### src/sv/gdv_pkg.sv
// Shared types, constants and field formats for the geohash delta varint encoder.
`timescale 1ns / 1ps

package gdv_pkg;

    // Fixed-point format of the incoming fractions.
    localparam int FRACTION_BITS = 32;
    localparam int FIELD_BITS    = 32;
    localparam int FIELD_IDX_W   = $clog2(FIELD_BITS);

    // Geohash code geometry.
    localparam int CHAR_BITS      = 5;
    localparam int MAX_CHARS      = 11;
    localparam int CODE_BITS      = CHAR_BITS * MAX_CHARS;
    localparam int SHIFT_W        = $clog2(CODE_BITS + 1);
    localparam int CHARS_W        = 4;
    localparam logic [CHARS_W-1:0] CHARS_RESET = CHARS_W'(MAX_CHARS);
    localparam logic [CHARS_W-1:0] CHARS_MIN   = CHARS_W'(1);

    // Delta and byte formats.
    localparam int DELTA_BITS    = CODE_BITS + 1;
    localparam int ENTRY_BITS    = 64;
    localparam int FULL_BYTES    = 8;
    localparam int BYTE_CNT_W    = $clog2(FULL_BYTES);
    localparam logic [7:0] HEADER_BYTE = 8'h00;
    localparam logic [BYTE_CNT_W-1:0] LAST_FULL_IDX = BYTE_CNT_W'(FULL_BYTES - 1);

    // Queue between the front and back parts.
    localparam int QUEUE_DEPTH = 2;
    localparam int QPTR_W      = $clog2(QUEUE_DEPTH);
    localparam int QCNT_W      = $clog2(QUEUE_DEPTH + 1);

    // Operation codes of an input word.
    localparam logic OP_ENCODE  = 1'b0;
    localparam logic OP_RESTART = 1'b1;

    // Input word.
    typedef struct packed {
        logic                  op;
        logic [FIELD_BITS-1:0] lat_fraction;
        logic [FIELD_BITS-1:0] lon_fraction;
    } in_word_t;

    // Output word.
    typedef struct packed {
        logic [7:0] out_byte;
        logic       last_byte;
    } out_word_t;

    // One queued point: a full first point or a zigzag delta.
    typedef struct packed {
        logic                  first;
        logic [ENTRY_BITS-1:0] data;
    } q_entry_t;

endpackage

### src/sv/gdv_front.sv
// Front part: takes input words, builds the geohash code and the queued entry.
`timescale 1ns / 1ps

module gdv_front
    import gdv_pkg::*;
(
    input  logic               aclk,
    input  logic               aresetn,
    input  logic               cfg_wr_en,
    input  logic [CHARS_W-1:0] cfg_wr_data,
    input  logic               s_valid,
    output logic               s_ready,
    input  in_word_t           s_data,
    output logic               push_valid,
    input  logic               push_ready,
    output q_entry_t           push_entry
);

    logic [CHARS_W-1:0]   chars_reg;
    logic [CHARS_W-1:0]   chars_eff;
    logic [SHIFT_W-1:0]   shamt;
    logic [CODE_BITS-1:0] code_full;
    logic [CODE_BITS-1:0] code_now;

    logic                 st1_valid_reg;
    logic                 st1_op_reg;
    logic [CODE_BITS-1:0] st1_code_reg;

    logic                 awaiting_first_reg;
    logic                 awaiting_first_next;
    logic [CODE_BITS-1:0] prev_code_reg;
    logic [CODE_BITS-1:0] prev_code_next;

    logic                  s_fire;
    logic                  st2_fire;
    logic [DELTA_BITS-1:0] delta;
    logic [DELTA_BITS-1:0] zigzag;

    // Precision register.
    always_ff @(posedge aclk) begin
        if (!aresetn) begin
            chars_reg <= CHARS_RESET;
        end else if (cfg_wr_en) begin
            chars_reg <= cfg_wr_data;
        end
    end

    // Out-of-range precision is clamped to the legal span.
    always_comb begin
        if (chars_reg < CHARS_MIN) begin
            chars_eff = CHARS_MIN;
        end else if (chars_reg > CHARS_RESET) begin
            chars_eff = CHARS_RESET;
        end else begin
            chars_eff = chars_reg;
        end
        shamt = SHIFT_W'(CODE_BITS) - SHIFT_W'(CHAR_BITS) * SHIFT_W'(chars_eff);
    end

    // Full-precision interleave, longitude on even bits from the top.
    // Fraction bits beyond the carried field read as zero.
    always_comb begin
        int pos;
        code_full = '0;
        for (int k = 0; k < CODE_BITS; k++) begin
            pos = FRACTION_BITS - 1 - k / 2;
            if (pos < FIELD_BITS) begin
                if (k % 2 == 0) begin
                    code_full[CODE_BITS-1-k] = s_data.lon_fraction[pos[FIELD_IDX_W-1:0]];
                end else begin
                    code_full[CODE_BITS-1-k] = s_data.lat_fraction[pos[FIELD_IDX_W-1:0]];
                end
            end
        end
        code_now = code_full >> shamt;
    end

    // First stage holds the accepted word with its code.
    assign s_fire   = s_valid && s_ready;
    assign st2_fire = st1_valid_reg && ((st1_op_reg == OP_RESTART) || push_ready);
    assign s_ready  = !st1_valid_reg || st2_fire;

    always_ff @(posedge aclk) begin
        if (!aresetn) begin
            st1_valid_reg <= 1'b0;
        end else if (s_ready) begin
            st1_valid_reg <= s_valid;
        end
    end

    always_ff @(posedge aclk) begin
        if (s_fire) begin
            st1_op_reg   <= s_data.op;
            st1_code_reg <= code_now;
        end
    end

    // Second stage: delta against the stored code, zigzag, and state update.
    always_comb begin
        delta  = {1'b0, st1_code_reg} - {1'b0, prev_code_reg};
        zigzag = {delta[DELTA_BITS-2:0], 1'b0} ^ {DELTA_BITS{delta[DELTA_BITS-1]}};

        push_valid       = st1_valid_reg && (st1_op_reg == OP_ENCODE);
        push_entry.first = awaiting_first_reg;
        if (awaiting_first_reg) begin
            push_entry.data = {{(ENTRY_BITS - CODE_BITS - 8){1'b0}}, st1_code_reg, HEADER_BYTE};
        end else begin
            push_entry.data = {{(ENTRY_BITS - DELTA_BITS){1'b0}}, zigzag};
        end

        awaiting_first_next = awaiting_first_reg;
        prev_code_next      = prev_code_reg;
        if (st2_fire) begin
            if (st1_op_reg == OP_RESTART) begin
                awaiting_first_next = 1'b1;
                prev_code_next      = '0;
            end else begin
                awaiting_first_next = 1'b0;
                prev_code_next      = st1_code_reg;
            end
        end
    end

    always_ff @(posedge aclk) begin
        if (!aresetn) begin
            awaiting_first_reg <= 1'b1;
            prev_code_reg      <= '0;
        end else begin
            awaiting_first_reg <= awaiting_first_next;
            prev_code_reg      <= prev_code_next;
        end
    end

    // A restart leaves the stream waiting for a full point with a clear code.
    a_restart_clears: assert property (@(posedge aclk) disable iff (!aresetn)
        (st2_fire && st1_op_reg == OP_RESTART) |=> (awaiting_first_reg && prev_code_reg == '0))
        else $error("restart did not clear the stream state");

    // A pushed point always ends the first-point phase and is remembered.
    a_push_updates: assert property (@(posedge aclk) disable iff (!aresetn)
        (push_valid && push_ready) |=>
            (!awaiting_first_reg && prev_code_reg == $past(st1_code_reg)))
        else $error("pushed point did not update the stored code");

endmodule

### src/sv/gdv_queue.sv
// Short queue of point entries between the front and back parts.
`timescale 1ns / 1ps

module gdv_queue
    import gdv_pkg::*;
(
    input  logic     aclk,
    input  logic     aresetn,
    input  logic     push_valid,
    output logic     push_ready,
    input  q_entry_t push_entry,
    output logic     pop_valid,
    input  logic     pop_ready,
    output q_entry_t pop_entry
);

    q_entry_t            mem_reg [QUEUE_DEPTH];
    logic [QPTR_W-1:0]   wr_ptr_reg;
    logic [QPTR_W-1:0]   rd_ptr_reg;
    logic [QCNT_W-1:0]   count_reg;
    logic [QCNT_W-1:0]   count_next;
    logic                do_push;
    logic                do_pop;

    assign push_ready = (count_reg != QCNT_W'(QUEUE_DEPTH));
    assign pop_valid  = (count_reg != '0);
    assign pop_entry  = mem_reg[rd_ptr_reg];
    assign do_push    = push_valid && push_ready;
    assign do_pop     = pop_valid && pop_ready;

    // Occupancy count.
    always_comb begin
        count_next = count_reg;
        if (do_push && !do_pop) begin
            count_next = count_reg + QCNT_W'(1);
        end else if (do_pop && !do_push) begin
            count_next = count_reg - QCNT_W'(1);
        end
    end

    // Pointers wrap naturally at the power-of-two depth.
    always_ff @(posedge aclk) begin
        if (!aresetn) begin
            wr_ptr_reg <= '0;
            rd_ptr_reg <= '0;
            count_reg  <= '0;
        end else begin
            count_reg <= count_next;
            if (do_push) begin
                wr_ptr_reg <= wr_ptr_reg + QPTR_W'(1);
            end
            if (do_pop) begin
                rd_ptr_reg <= rd_ptr_reg + QPTR_W'(1);
            end
        end
    end

    // Entry storage.
    always_ff @(posedge aclk) begin
        if (do_push) begin
            mem_reg[wr_ptr_reg] <= push_entry;
        end
    end

    // Occupancy always matches the pointer distance.
    a_count_matches_ptrs: assert property (@(posedge aclk) disable iff (!aresetn)
        (count_reg <= QCNT_W'(QUEUE_DEPTH)) &&
        (QPTR_W'(wr_ptr_reg - rd_ptr_reg) == QPTR_W'(count_reg)))
        else $error("queue count and pointers disagree");

endmodule

### src/sv/gdv_back.sv
// Back part: turns queued entries into output bytes, one byte per cycle while the receiver takes them.
`timescale 1ns / 1ps

module gdv_back
    import gdv_pkg::*;
(
    input  logic      aclk,
    input  logic      aresetn,
    input  logic      pop_valid,
    output logic      pop_ready,
    input  q_entry_t  pop_entry,
    output logic      m_valid,
    input  logic      m_ready,
    output out_word_t m_data
);

    logic                  busy_reg;
    logic                  busy_next;
    logic                  first_reg;
    logic                  first_next;
    logic [ENTRY_BITS-1:0] data_reg;
    logic [ENTRY_BITS-1:0] data_next;
    logic [BYTE_CNT_W-1:0] cnt_reg;
    logic [BYTE_CNT_W-1:0] cnt_next;

    logic                  m_valid_reg;
    out_word_t             m_data_reg;

    logic                  out_free;
    logic                  emit;
    logic                  more;
    out_word_t             cur_word;

    // Byte of the entry in hand: raw bytes for a first point, LEB128 groups otherwise.
    always_comb begin
        more = |data_reg[DELTA_BITS-1:7];
        if (first_reg) begin
            cur_word.out_byte  = data_reg[7:0];
            cur_word.last_byte = (cnt_reg == LAST_FULL_IDX);
        end else begin
            cur_word.out_byte  = {more, data_reg[6:0]};
            cur_word.last_byte = !more;
        end
    end

    assign out_free  = !m_valid_reg || m_ready;
    assign emit      = busy_reg && out_free;
    assign pop_ready = !busy_reg || (emit && cur_word.last_byte);

    // Step through the entry; load the next one as soon as the last byte leaves.
    always_comb begin
        busy_next  = busy_reg;
        first_next = first_reg;
        data_next  = data_reg;
        cnt_next   = cnt_reg;
        if (pop_ready) begin
            busy_next  = pop_valid;
            first_next = pop_entry.first;
            data_next  = pop_entry.data;
            cnt_next   = '0;
        end else if (emit) begin
            cnt_next = cnt_reg + BYTE_CNT_W'(1);
            if (first_reg) begin
                data_next = {8'b0, data_reg[ENTRY_BITS-1:8]};
            end else begin
                data_next = {7'b0, data_reg[ENTRY_BITS-1:7]};
            end
        end
    end

    always_ff @(posedge aclk) begin
        if (!aresetn) begin
            busy_reg <= 1'b0;
        end else begin
            busy_reg <= busy_next;
        end
    end

    always_ff @(posedge aclk) begin
        first_reg <= first_next;
        data_reg  <= data_next;
        cnt_reg   <= cnt_next;
    end

    // Output register decouples the receiver from the byte generator.
    always_ff @(posedge aclk) begin
        if (!aresetn) begin
            m_valid_reg <= 1'b0;
        end else if (out_free) begin
            m_valid_reg <= busy_reg;
        end
    end

    always_ff @(posedge aclk) begin
        if (emit) begin
            m_data_reg <= cur_word;
        end
    end

    assign m_valid = m_valid_reg;
    assign m_data  = m_data_reg;

    // A first point always opens with the zero header byte.
    a_header_zero: assert property (@(posedge aclk) disable iff (!aresetn)
        (emit && first_reg && cnt_reg == '0) |-> (cur_word.out_byte == HEADER_BYTE))
        else $error("first point did not start with the header byte");

    // A delta point never runs past eight bytes.
    a_delta_len: assert property (@(posedge aclk) disable iff (!aresetn)
        (emit && !first_reg && cnt_reg == LAST_FULL_IDX) |-> cur_word.last_byte)
        else $error("delta point longer than eight bytes");

    // A taken entry is in hand on the next cycle.
    a_pop_loads: assert property (@(posedge aclk) disable iff (!aresetn)
        (pop_valid && pop_ready) |=> (busy_reg && cnt_reg == '0))
        else $error("popped entry was not loaded");

endmodule

### src/sv/geohash_delta_varint_encoder.sv
// Top level of the geohash delta varint encoder.
//
// Input channel s_*: one word per point or restart (op, latitude and longitude
// fractions), valid/ready. Output channel m_*: one byte of the compressed stream
// per word, with last_byte set on the final byte of a point.
// The user writes the precision register (geohash characters) via cfg_wr_en and
// cfg_wr_data only while the block is idle (unenforced); 0 acts as 1, >11 as 11.
// A first point after reset or restart yields a zero header byte and seven code
// bytes; later points yield 1 to 8 zigzag LEB128 bytes of the code delta.
// A restart word yields no bytes and clears the stored code.
// Path: an accepted word is held in the first-stage register, then its entry
// passes through the queue and the byte generator into the output register.
// Output: the port moves one byte per cycle while the receiver is ready, with
// no gap between the bytes of queued points (8 for a first point, 1 to 8 for a
// delta); a restart is accepted like any word but takes no output slot.
// A two-entry queue sits between the code builder and the byte generator, so
// new words are accepted while earlier bytes wait; when the receiver stalls,
// the output register holds its byte and the queue fills before s_ready drops.
// Reset clears all control state, restores 11 characters and awaits a first point.
`timescale 1ns / 1ps

module geohash_delta_varint_encoder
    import gdv_pkg::*;
(
    input  logic               aclk,
    input  logic               aresetn,
    input  logic               cfg_wr_en,
    input  logic [CHARS_W-1:0] cfg_wr_data,
    input  logic               s_valid,
    output logic               s_ready,
    input  in_word_t           s_data,
    output logic               m_valid,
    input  logic               m_ready,
    output out_word_t          m_data
);

    logic     push_valid;
    logic     push_ready;
    q_entry_t push_entry;
    logic     pop_valid;
    logic     pop_ready;
    q_entry_t pop_entry;

    // Code builder and stream state.
    gdv_front u_front (
        .aclk        (aclk),
        .aresetn     (aresetn),
        .cfg_wr_en   (cfg_wr_en),
        .cfg_wr_data (cfg_wr_data),
        .s_valid     (s_valid),
        .s_ready     (s_ready),
        .s_data      (s_data),
        .push_valid  (push_valid),
        .push_ready  (push_ready),
        .push_entry  (push_entry)
    );

    // Entry queue.
    gdv_queue u_queue (
        .aclk       (aclk),
        .aresetn    (aresetn),
        .push_valid (push_valid),
        .push_ready (push_ready),
        .push_entry (push_entry),
        .pop_valid  (pop_valid),
        .pop_ready  (pop_ready),
        .pop_entry  (pop_entry)
    );

    // Byte generator.
    gdv_back u_back (
        .aclk      (aclk),
        .aresetn   (aresetn),
        .pop_valid (pop_valid),
        .pop_ready (pop_ready),
        .pop_entry (pop_entry),
        .m_valid   (m_valid),
        .m_ready   (m_ready),
        .m_data    (m_data)
    );

endmodule

### config.mk
export PLATFORM = sky130hd
export DESIGN_NAME = geohash_delta_varint_encoder
export DESIGN_NICKNAME = d
export VERILOG_FILES = /design/src/sv/gdv_pkg.sv /design/src/sv/gdv_front.sv /design/src/sv/gdv_queue.sv /design/src/sv/gdv_back.sv /design/src/sv/geohash_delta_varint_encoder.sv
export SDC_FILE = /design/constraint.sdc
export NUM_CORES = 1
export LEC_CHECK = 0
export BUFFER_PORTS_ARGS = -buffer_cell sky130_fd_sc_hd__clkbuf_2
export CAP_MARGIN = 20
export CELL_PAD_IN_SITES_DETAIL_PLACEMENT = 1
export CELL_PAD_IN_SITES_GLOBAL_PLACEMENT = 1
export CORE_MARGIN = 4
export CORE_UTILIZATION = 40
export CTS_BUF_LIST = sky130_fd_sc_hd__clkbuf_8
export CTS_CLUSTER_DIAMETER = 30
export DETAILED_ROUTE_END_ITERATION = 6
export PLACE_DENSITY = 0.77
export SYNTH_ARGS = -nofsm -noshare
export SYNTH_HDL_FRONTEND = slang
export SYNTH_SLANG_ARGS = --single-unit
### constraint.sdc
create_clock -name aclk -period 8.8 [get_ports aclk]
set_clock_uncertainty 0.2 [all_clocks]
set_input_delay 0 -clock aclk [delete_from_list [all_inputs] [get_ports aclk]]
set_output_delay 0 -clock aclk [all_outputs]
set_load 0.005 [all_outputs]
==> results of run 1 <==
## cells in the mapped netlist (all sizes together), types with 15 or more instances
cell    instances  area share (%)
edfxtp        257              39
mux2i         244              12
a21oi         165             4.2
nand2         139             2.6
nor2b         123             3.9
o21ai          99             2.5
clkbuf         91             1.7
nor2           88             1.7
inv            80             1.5
xnor2          72             3.2
dfxtp          71             7.1
a211oi         64             2.4
ha             61             3.8
a22oi          55             2.1
buf            42             1.2
xor2           28             1.2
o22ai          22            0.69
a21o           21            0.79
and2           20            0.63
nand3          20            0.53
nand4          18            0.56
and3           16            0.50
nor4           15            0.47
## area by class of cell
type,instances,area [um2],share of cell area [%]
clock inverter,57,589,2.59
timing repair buffer,122,796,3.50
tap,664,831,3.65
inverter,81,304,1.34
sequential,328,9140,40.2
multi-input combinational,1404,10000,44.1
clock buffer,76,1050,4.60
antenna,1,2.50,0.0110
## through the flow
step	worst slack, ns	util, %	total power [mW]	area (um2)	hold WS (ns)
after CTS	2.92	46.3	6.60	22700	0.0205
after floorplan	4.04	-	4.01	20000	-0.101
after global routing	2.42	46.3	6.98	22700	0.116
final	2.93	46.3	6.57	22700	0.0863
after global placement	3.13	42.4	4.60	20800	-0.0209
after detailed placement	2.92	42.4	4.69	20800	-0.0179
## routing by layer
layer / global-route usage [%] / wire (um) / vias up
li1: - / - / 7308
met1: 29.0 / 26500 / 7457
met2: 33.8 / 26200 / 324
met3: 2.67 / 2100 / 81
met4: 7.48 / 1450 / 0
met5: 0 / 0 / -
## power by group through the flow
| stage | Clock, mW | Combinational [mW] | Sequential, mW |
|---|---|---|---|
| 2_1_floorplan | 0 | 1.76 | 2.25 |
| 3_3_place_gp | 0 | 2.23 | 2.37 |
| 3_5_place_dp | 0 | 2.31 | 2.38 |
| 4_1_cts | 1.91 | 2.34 | 2.36 |
| 5_1_grt | 2.00 | 2.59 | 2.39 |
| 6_report | 1.86 | 2.35 | 2.36 |
## kinds of logic (layout without fill, tap and decap cells)
| family | after synthesis | count (layout) |
|---|---|---|
| AO/OA/AOI/OAI | 506 | 506 |
| AND/OR/NAND/NOR | 476 | 476 |
| flip-flops | 328 | 328 |
| multiplexers | 258 | 258 |
| buffers and inverters | 214 | 336 |
| XOR/XNOR | 101 | 101 |
| adder cells (fa/ha/maj) | 63 | 63 |
| other | 0 | 1 |
## worst max-delay path: stages, from the launching register on
cell and delay, ns:
dfxtp_1 0.43, a21oi_4 0.79, inv_2 0.61, fa_1 0.58, inv_1 0.07, ha_1 0.70
inv_1 0.53, nand2_1 0.57, nand2_1 0.52, and2_1 0.39, nand2_1 0.07, o21ai_0 0.10
## path summary, 6_finish.rpt
kind,start,endpoint,slack (ns),cells after the start
setup / recovery,u_front.chars_reg[3],u_front.st1_code_reg[8],2.93,11
hold / removal,s_data[62],u_front.st1_code_reg[48],0.09,5
setup reg to reg,u_front.chars_reg[3],u_front.st1_code_reg[8],2.93,11
hold reg to reg,u_back.data_reg[4],u_back.m_data[5],0.21,0
==> reports/results.tsv, run 1 <==
stage	metric	value	unit
global_routing	grt_max_degree	97	
clock_network	cts_tree	yes	
clock_network	ctsHoldBuffers	27	
critical_path	path_max_fanout	36	
logic_synthesis	synthSimpleGateAreaFrac	12.0	%
critical_path	cp-start-kind	register	
die	core_area	49200	um2
die	start_util	40.6	%
finish	layout_common_cells	257 x edfxtp_1, 244 x mux2i_1, 161 x a21oi_1, 138 x nand2_1, 121 x nor2b_1	
logic_synthesis	synthCells	1946	
logic_synthesis	synth_compound_area_share	15.9	%
logic_synthesis	syn_area	20000	um2
logic_synthesis	synth-xor-area-share	4.51	%
clock_network	insertion_delay	0.63	ns
detailed_routing	drt_pass1_iterations	5	
clock_network	clockBufferDepth	3	
power	ir_drop	0.143	mV
logic_synthesis	syn_area_per_cell	10.3	um2
global_routing	grt_use_total	20.9	%
logic_synthesis	synthAdderAreaFrac	4.02	%
finish	layout.cells.most_common	edfxtp_1	
critical_path	critPathKind	register to register	
logic_synthesis	syn-num-nets	2083	
clock_network	cts_root_buffer	clkbuf_8	
sta	fin_crit_sh	66.7	%
finish	layout-drive-gt1-share	11.8	%
detailed_routing	drt-total-wl	56200	um
clock_network	path_clk_slew	0.06	ns
power	clkPwrFrac	28.3	%
detailed_routing	drtAntennaViolNets	0	
sta	fin_crit	5.87	ns
detailed_routing	drcViolationCount	0	
clock_network	postCtsSetupRepairBufs	0	
power	powerDensity	289	nW/um2
sta	finalSetupViolCount	0	
logic_synthesis	synthMuxAreaShare	13.3	%
power	internal_power	4.14	mW
logic_synthesis	synth_top_family_by_area	compound AO/OA/AOI/OAI gates	
global_routing	antenna_found_initial	1	
sta	hold_viol	0	
logic_synthesis	ys.warnings.count	0	
detailed_routing	viasPerCell	5.55	
power	power_frac_seq	35.9	%
power	leakagePower	8.93	nW
clock_network	cts_sinks	328	
logic_synthesis	ys_types	70	
global_routing	grt.overflow.total	0	
critical_path	crit_path_end_kind	register	
logic_synthesis	synth-seq-cells	328	
critical_path	cp.arrival	6.02	ns
finish	largest_reg_flops	128	
clock_network	cts_resized	0	
outcome	status	finished clean	
placed_design	portBuffers	75	
finish	syn2layout_area_growth	13.9	%
flow_run	maxCapViolCount	0	
clock_network	htreeDepth	3	
worst_hold_path	hold_path_class	input pin to register	
logic_synthesis	synthArstFlopShare	0	%
placed_design	gp_congestion	0.934	
sta	worstMarginPinSlew	1.02	ns
detailed_routing	drt-wirelength-per-cell	20.6	um
sta	rsz0062_at_grt	false	
placed_design	place_inst	2572	
logic_synthesis	synth_seq_area_share	45.8	%
power	p_comb_share	35.8	%
logic_synthesis	synth_edf_count	257	
finish	fin_cells	2733	
sta	maxSlewViolCount	0	
placed_design	dp_hpwl	40800	um
detailed_routing	first_iter_violations	895	
die	dieWidth	231	um
global_routing	grt_pass1_vias	15900	
global_routing	grt_pass1_wl	89800	um
detailed_routing	dr_total_vias	15200	
sta	fin_setup_tns	0	ns
clock_network	cts_buffers	73	
die	die_h	231	um
finish	layout.nets	2147	
logic_synthesis	synthFlopType	edfxtp_1	
die	io_pins	85	
finish	nFillCells	5436	
die	rows	81	
critical_path	crit_required	8.94	ns
sta	fmax	170	MHz
power	switching_share	37.0	%
sta	max_slew_margin	32.1	%
die	dieArea	53600	um2
power	power.switching	2.43	mW
Power figures use the tool's default switching activity.
==> run 2: changes to the inputs <==
==> constraint.sdc (replaced) <==
create_clock -name aclk -period 6 [get_ports aclk]
set_clock_uncertainty 0.2 [all_clocks]
set_input_delay 0 -clock aclk [delete_from_list [all_inputs] [get_ports aclk]]
set_output_delay 0 -clock aclk [all_outputs]
set_load 0.005 [all_outputs]
==> run 2 against run 1 <==
Compared with the run above:
- flip-flop and latch count is the same
- worst setup slack lost 1.5 ns
- final cell count grew 0.55%
==> reports/results.tsv, run 2 (same netlist as run 1, synthesis figures left out) <==
stage	metric	value	unit
outcome	status	finished clean	
clock_network	cts_sinks	328	
clock_network	cts_resized	0	
sta	hold_viol	0	
critical_path	r2r_cells	15	
critical_path	cp_num_cells	15	
die	core_area	49200	um2
clock_network	insertion_delay	0.66	ns
critical_path	cp.arrival	4.74	ns
sta	fmax	218	MHz
finish	layout.cells.most_common	edfxtp_1	
critical_path	critPathKind	register to register	
critical_path	startpoint	u_front.chars_reg[3]	
sta	layout_setup_ws	1.41	ns
detailed_routing	viasPerCell	5.51	
power	ir_drop	0.188	mV
detailed_routing	first_iter_violations	942	
critical_path	crit_required	6.15	ns
die	rows	81	
sta	max_slew_margin	30.7	%
critical_path	cpPeakStageDelay	0.51	ns
critical_path	reg2reg_to	u_front.st1_code_reg[54]	
sta	whs	0.0448	ns
critical_path	path_common_cell	buf_4	
finish	layout_common_cells	257 x edfxtp_1, 244 x mux2i_1, 161 x a21oi_1, 138 x nand2_1, 121 x nor2b_1	
global_routing	grt.overflow.total	0	
worst_hold_path	hold_path_class	input pin to register	
clock_network	postCtsSetupRepairBufs	0	
critical_path	cp-start-kind	register	
placed_design	dp_slack	1.44	ns
die	dieArea	53600	um2
clock_network	cts_root_buffer	clkbuf_8	
finish	syn2layout_area_growth	14.9	%
critical_path	r2r_start	u_front.chars_reg[3]	
clock_network	path_clk_slew	0.06	ns
critical_path	critPathSlowestCell	fa_1	
global_routing	grt_max_degree	104	
global_routing	antenna_found_initial	1	
worst_hold_path	whs_path_depth	5	
finish	layout-drive-gt1-share	12.7	%
sta	fin_crit_sh	76.5	%
critical_path	reg2reg_slack	1.41	ns
sta	fin_setup_tns	0	ns
detailed_routing	drt-total-wl	56000	um
clock_network	cts_buffers	78	
die	die_h	231	um
detailed_routing	drt-wirelength-per-cell	20.4	um
die	start_util	40.6	%
critical_path	cp_top_family	buffers and inverters	
finish	fin_area	22900	um2
clock_network	cts_tree	yes	
global_routing	grt_pass1_wl	88600	um
sta	fin_crit	4.59	ns
critical_path	path_buf_inv	6	
power	leakagePower	9.05	nW
sta	finalSetupViolCount	0	
critical_path	worst_setup_path_endpoint	u_front.st1_code_reg[54]	
critical_path	path_max_fanout	52	
die	dieWidth	231	um
finish	layout.nets	2154	
critical_path	worstPathCellList	a21oi_4, buf_4, inv_2, fa_1, buf_4, clkinv_1, buf_4, ha_1, a21oi_1, nor2_1, nor2_1, xnor2_2, buf_4, nand2b_1, nor2_1	
clock_network	htreeDepth	3	
detailed_routing	drt_pass1_iterations	5	
detailed_routing	dr_total_vias	15100	
detailed_routing	drtAntennaViolNets	0	
clock_network	clockBufferDepth	3	
finish	nFillCells	5426	
power	power.total	9.87	mW
placed_design	placed_cell_area	20900	um2
critical_path	crit_path_end_kind	register	
sta	worstMarginPinSlew	1.04	ns
finish	largest_reg_flops	128	
power	powerDensity	430	nW/um2
flow_run	maxCapViolCount	0	
global_routing	grt_use_total	20.6	%
detailed_routing	drcViolationCount	0	
sta	rsz0062_at_grt	false	
die	io_pins	85	
placed_design	gp_congestion	0.923	
placed_design	portBuffers	75	
placed_design	dp_hpwl	41300	um
sta	maxSlewViolCount	0	
global_routing	grt_pass1_vias	16100	
==> run 2: how the worst min path moves through the flow <==
stage               startpoint                       end  slack [ns]
floorplan           s_data[64]        u_front.st1_op_reg       -0.10
global placement    s_data[64]        u_front.st1_op_reg       -0.02
detailed placement  s_data[64]        u_front.st1_op_reg       -0.01
CTS                 s_data[30]  u_front.st1_code_reg[48]       0.004
global route        s_data[30]  u_front.st1_code_reg[48]        0.13
finish              s_data[61]  u_front.st1_code_reg[48]        0.04
==> run 2: metrics by stage <==
stage	instances	util (%)
after floorplan	1946	-
after CTS	2747	46.7
final	2748	46.7
after global routing	2748	46.7
after detailed placement	2575	42.4
after global placement	2575	42.4
==> run 2: per-layer routing <==
layer	share of wire [%]	global-route usage [%]
met5	0	0
met4	3.2	8.42
met3	3.8	2.70
met2	47	34.3
met1	46	27.4
==> run 2: area by class of cell <==
cell class / count / area (um2) / area share, %
repair buffers: 124 / 821 / 3.58
well taps: 664 / 831 / 3.62
clock inverters: 62 / 666 / 2.90
multi-input cells: 1404 / 10000 / 43.7
diodes: 1 / 2.50 / 0.0109
flip-flops and latches: 328 / 9140 / 39.8
clock buffers: 84 / 1160 / 5.04
inverters: 81 / 304 / 1.32
==> run 2: tightest hold or removal path, stage by stage <==
cell and delay [ns]:
clkbuf_2 0.10, mux2i_1 0.08, mux2i_1 0.20, mux2i_1 0.23, nor2_1 0.14
==> run 2: power breakdown <==
| part | leakage, nW | internal (mW) | switching (mW) |
|---|---|---|---|
| Clock | 0.976 | 1.85 | 1.11 |
| Combinational | 5.00 | 1.35 | 2.09 |
| Sequential | 3.08 | 3.08 | 0.381 |
==> run 2: repair_timing <==
| item | 4_1_cts | 5_1_grt |
|---|---|---|
| endpoints found under the hold margin | 153 | 0 |
| endpoints found under the setup margin | 0 | 0 |
| hold buffers | 26 | 0 |
==> run 3: changes to the inputs <==
--- a/config.mk
+++ b/config.mk
@@ -14,7 +14,7 @@
 export CTS_BUF_LIST = sky130_fd_sc_hd__clkbuf_8
 export CTS_CLUSTER_DIAMETER = 30
 export DETAILED_ROUTE_END_ITERATION = 6
-export PLACE_DENSITY = 0.77
+export PLACE_DENSITY = 0.8
 export SYNTH_ARGS = -nofsm -noshare
 export SYNTH_HDL_FRONTEND = slang
 export SYNTH_SLANG_ARGS = --single-unit
==> constraint.sdc (replaced) <==
create_clock -name aclk -period 4.01 [get_ports aclk]
set_clock_uncertainty 0.2 [all_clocks]
set_input_delay 0 -clock aclk [delete_from_list [all_inputs] [get_ports aclk]]
set_output_delay 0 -clock aclk [all_outputs]
set_load 0.005 [all_outputs]
==> run 3 against run 2 <==
Compared with the run above:
- total power is 50% higher
- final cell count is 1.4% higher
- wire length is 2.8% higher
- cell area is 1.5% higher
- critical path depth is 3 lower
- clock-buffer cell count is 5 lower
- worst setup slack worse by 1.3 ns
- critical path type unchanged
- largest cell class unchanged
==> reports/results.tsv, run 3 (same netlist as run 1, synthesis figures left out) <==
stage	metric	value	unit
outcome	status	finished clean	
sta	worstMarginPinSlew	1.01	ns
critical_path	cp_top_family	compound AO/OA/AOI/OAI gates	
die	io_pins	85	
critical_path	r2r_cells	12	
critical_path	critPathSlowestCell	o21ai_0	
finish	utilization	47.4	%
power	ir_drop	0.335	mV
detailed_routing	first_iter_violations	953	
flow_run	maxCapViolCount	0	
power	leakagePower	9.23	nW
worst_hold_path	hold_path_class	input pin to register	
clock_network	cts_sinks	328	
die	die_h	231	um
die	start_util	40.6	%
detailed_routing	drt-wirelength-per-cell	20.7	um
critical_path	cp-start-kind	register	
detailed_routing	drtAntennaViolNets	0	
die	rows	81	
sta	fin_crit_sh	98.5	%
global_routing	grt.overflow.total	0	
critical_path	reg2reg_slack	0.06	ns
critical_path	crit_path_end_kind	register	
critical_path	cp.arrival	4.25	ns
critical_path	cpPeakStageDelay	0.50	ns
clock_network	cts_buffers	72	
critical_path	critPathKind	register to register	
detailed_routing	dr_total_vias	15300	
detailed_routing	viasPerCell	5.51	
sta	fin_crit	3.95	ns
critical_path	worstPathCellList	ha_1, a21o_1, a31o_2, o2111ai_2, a21oi_2, nor3_2, nor3_4, o21ai_4, buf_12, xnor2_1, o21ai_0, buf_4	
global_routing	grt_pass1_vias	16500	
sta	maxSlewViolCount	0	
placed_design	placed_cell_area	21300	um2
finish	syn2layout_area_growth	16.6	%
die	dieWidth	231	um
sta	fmax	253	MHz
clock_network	htreeDepth	3	
critical_path	reg2reg_to	u_queue.mem_reg[0][12]	
clock_network	insertion_delay	0.65	ns
clock_network	cts_tree	yes	
detailed_routing	drt_pass1_iterations	5	
placed_design	portBuffers	75	
die	dieArea	53600	um2
critical_path	worst_setup_path_endpoint	u_queue.mem_reg[0][12]	
sta	max_slew_margin	32.4	%
clock_network	cts_root_buffer	clkbuf_8	
die	core_area	49200	um2
detailed_routing	drt-total-wl	57600	um
finish	fin_area	23300	um2
finish	layout-drive-gt1-share	14.2	%
clock_network	path_clk_slew	0.06	ns
finish	seqCellArea	9140	um2
critical_path	cp_num_cells	12	
placed_design	dp_hpwl	42300	um
sta	finalSetupViolCount	0	
critical_path	r2r_start	u_front.st1_code_reg[4]	
power	powerDensity	637	nW/um2
finish	layout.nets	2199	
sta	rsz0062_at_grt	true	
critical_path	startpoint	u_front.st1_code_reg[4]	
clock_network	postCtsSetupRepairBufs	0	
finish	multi_input_area	10100	um2
global_routing	grt_max_degree	121	
finish	layout.cells.most_common	edfxtp_1	
placed_design	gp_congestion	0.911	
global_routing	grt_use_total	21.4	%
critical_path	path_buf_inv	2	
worst_hold_path	min_from	s_data[6]	
finish	nFillCells	5361	
finish	layout_common_cells	257 x edfxtp_1, 244 x mux2i_1, 161 x a21oi_1, 138 x nand2_1, 121 x nor2b_1	
sta	hold_viol	0	
global_routing	grt_pass1_wl	92000	um
finish	largest_reg_flops	128	
clock_network	clockBufferDepth	3	
critical_path	crit_required	4.31	ns
detailed_routing	drcViolationCount	0	
critical_path	path_max_fanout	26	
global_routing	antenna_found_initial	1	
## run 3: cell types whose count changed in the layout (fill, tap and decap cells not counted), sizes merged
cell and delta:
clkinv -8, dlygate4sd3 +6, bufinv -1, inv +1, clkbuf -5, buf +45
## run 3: layout make-up
class / count / share of cell area, %
diodes: 1 / 0.0107
clock buffers: 79 / 4.67
flip-flops and latches: 328 / 39.3
clock inverters: 54 / 2.54
multi-input cells: 1404 / 43.2
well taps: 664 / 3.57
repair buffers: 175 / 5.46
inverters: 81 / 1.31
## run 3: metrics by stage
stage	setup slack, ns	hold slack [ns]	cells	total power, mW	TNS, ns
after floorplan	0.0181	-0.101	1946	8.82	0
after global placement	0.266	-0.0198	2619	10.3	0
after detailed placement	0.128	-0.0138	2620	10.5	0
after CTS	0.0781	0.0380	2785	14.9	0
after global routing	-0.0345	0.137	2786	15.7	-0.0717
final	0.0586	0.133	2786	14.8	0
## run 3: worst min-delay path: cells and delay by family
| kind | cells | cell delay, ns |
|---|---|---|
| buffers and inverters | 1 | 0.09 |
| AO/OA/AOI/OAI | 3 | 0.37 |
| multiplexers | 2 | 0.27 |
| AND/OR/NAND/NOR | 1 | 0.07 |
## run 3: worst min path at each step
| stage | cells past startpoint | to | slack (ns) |
|---|---|---|---|
| after floorplan | 0 | u_front.st1_op_reg | -0.10 |
| after global placement | 1 | u_front.st1_op_reg | -0.02 |
| after detailed placement | 1 | u_front.st1_op_reg | -0.01 |
| after CTS | 6 | u_front.st1_code_reg[50] | 0.04 |
| after global routing | 6 | u_front.st1_code_reg[50] | 0.14 |
| final | 7 | u_front.st1_code_reg[3] | 0.13 |
## run 3: metal layers
metal | GRT usage, % | part of all wire, % | up-vias
li1 | - | - | 7412
met1 | 28.2 | 46 | 7532
met2 | 35.7 | 47 | 304
met3 | 3.12 | 3.8 | 92
met4 | 8.29 | 3.1 | 0
met5 | 0 | 0 | -
## run 3: power breakdown
group | internal, mW | switching [mW]
Clock | 2.58 | 1.64
Combinational | 2.20 | 3.24
Sequential | 4.60 | 0.585
Total | 9.38 | 5.46
## run 3: repair_timing
action,in CTS,in global routing
setup endpoints to repair,0,22
hold buffers,32,0
resized for setup,0,6
hold endpoints to repair,142,0
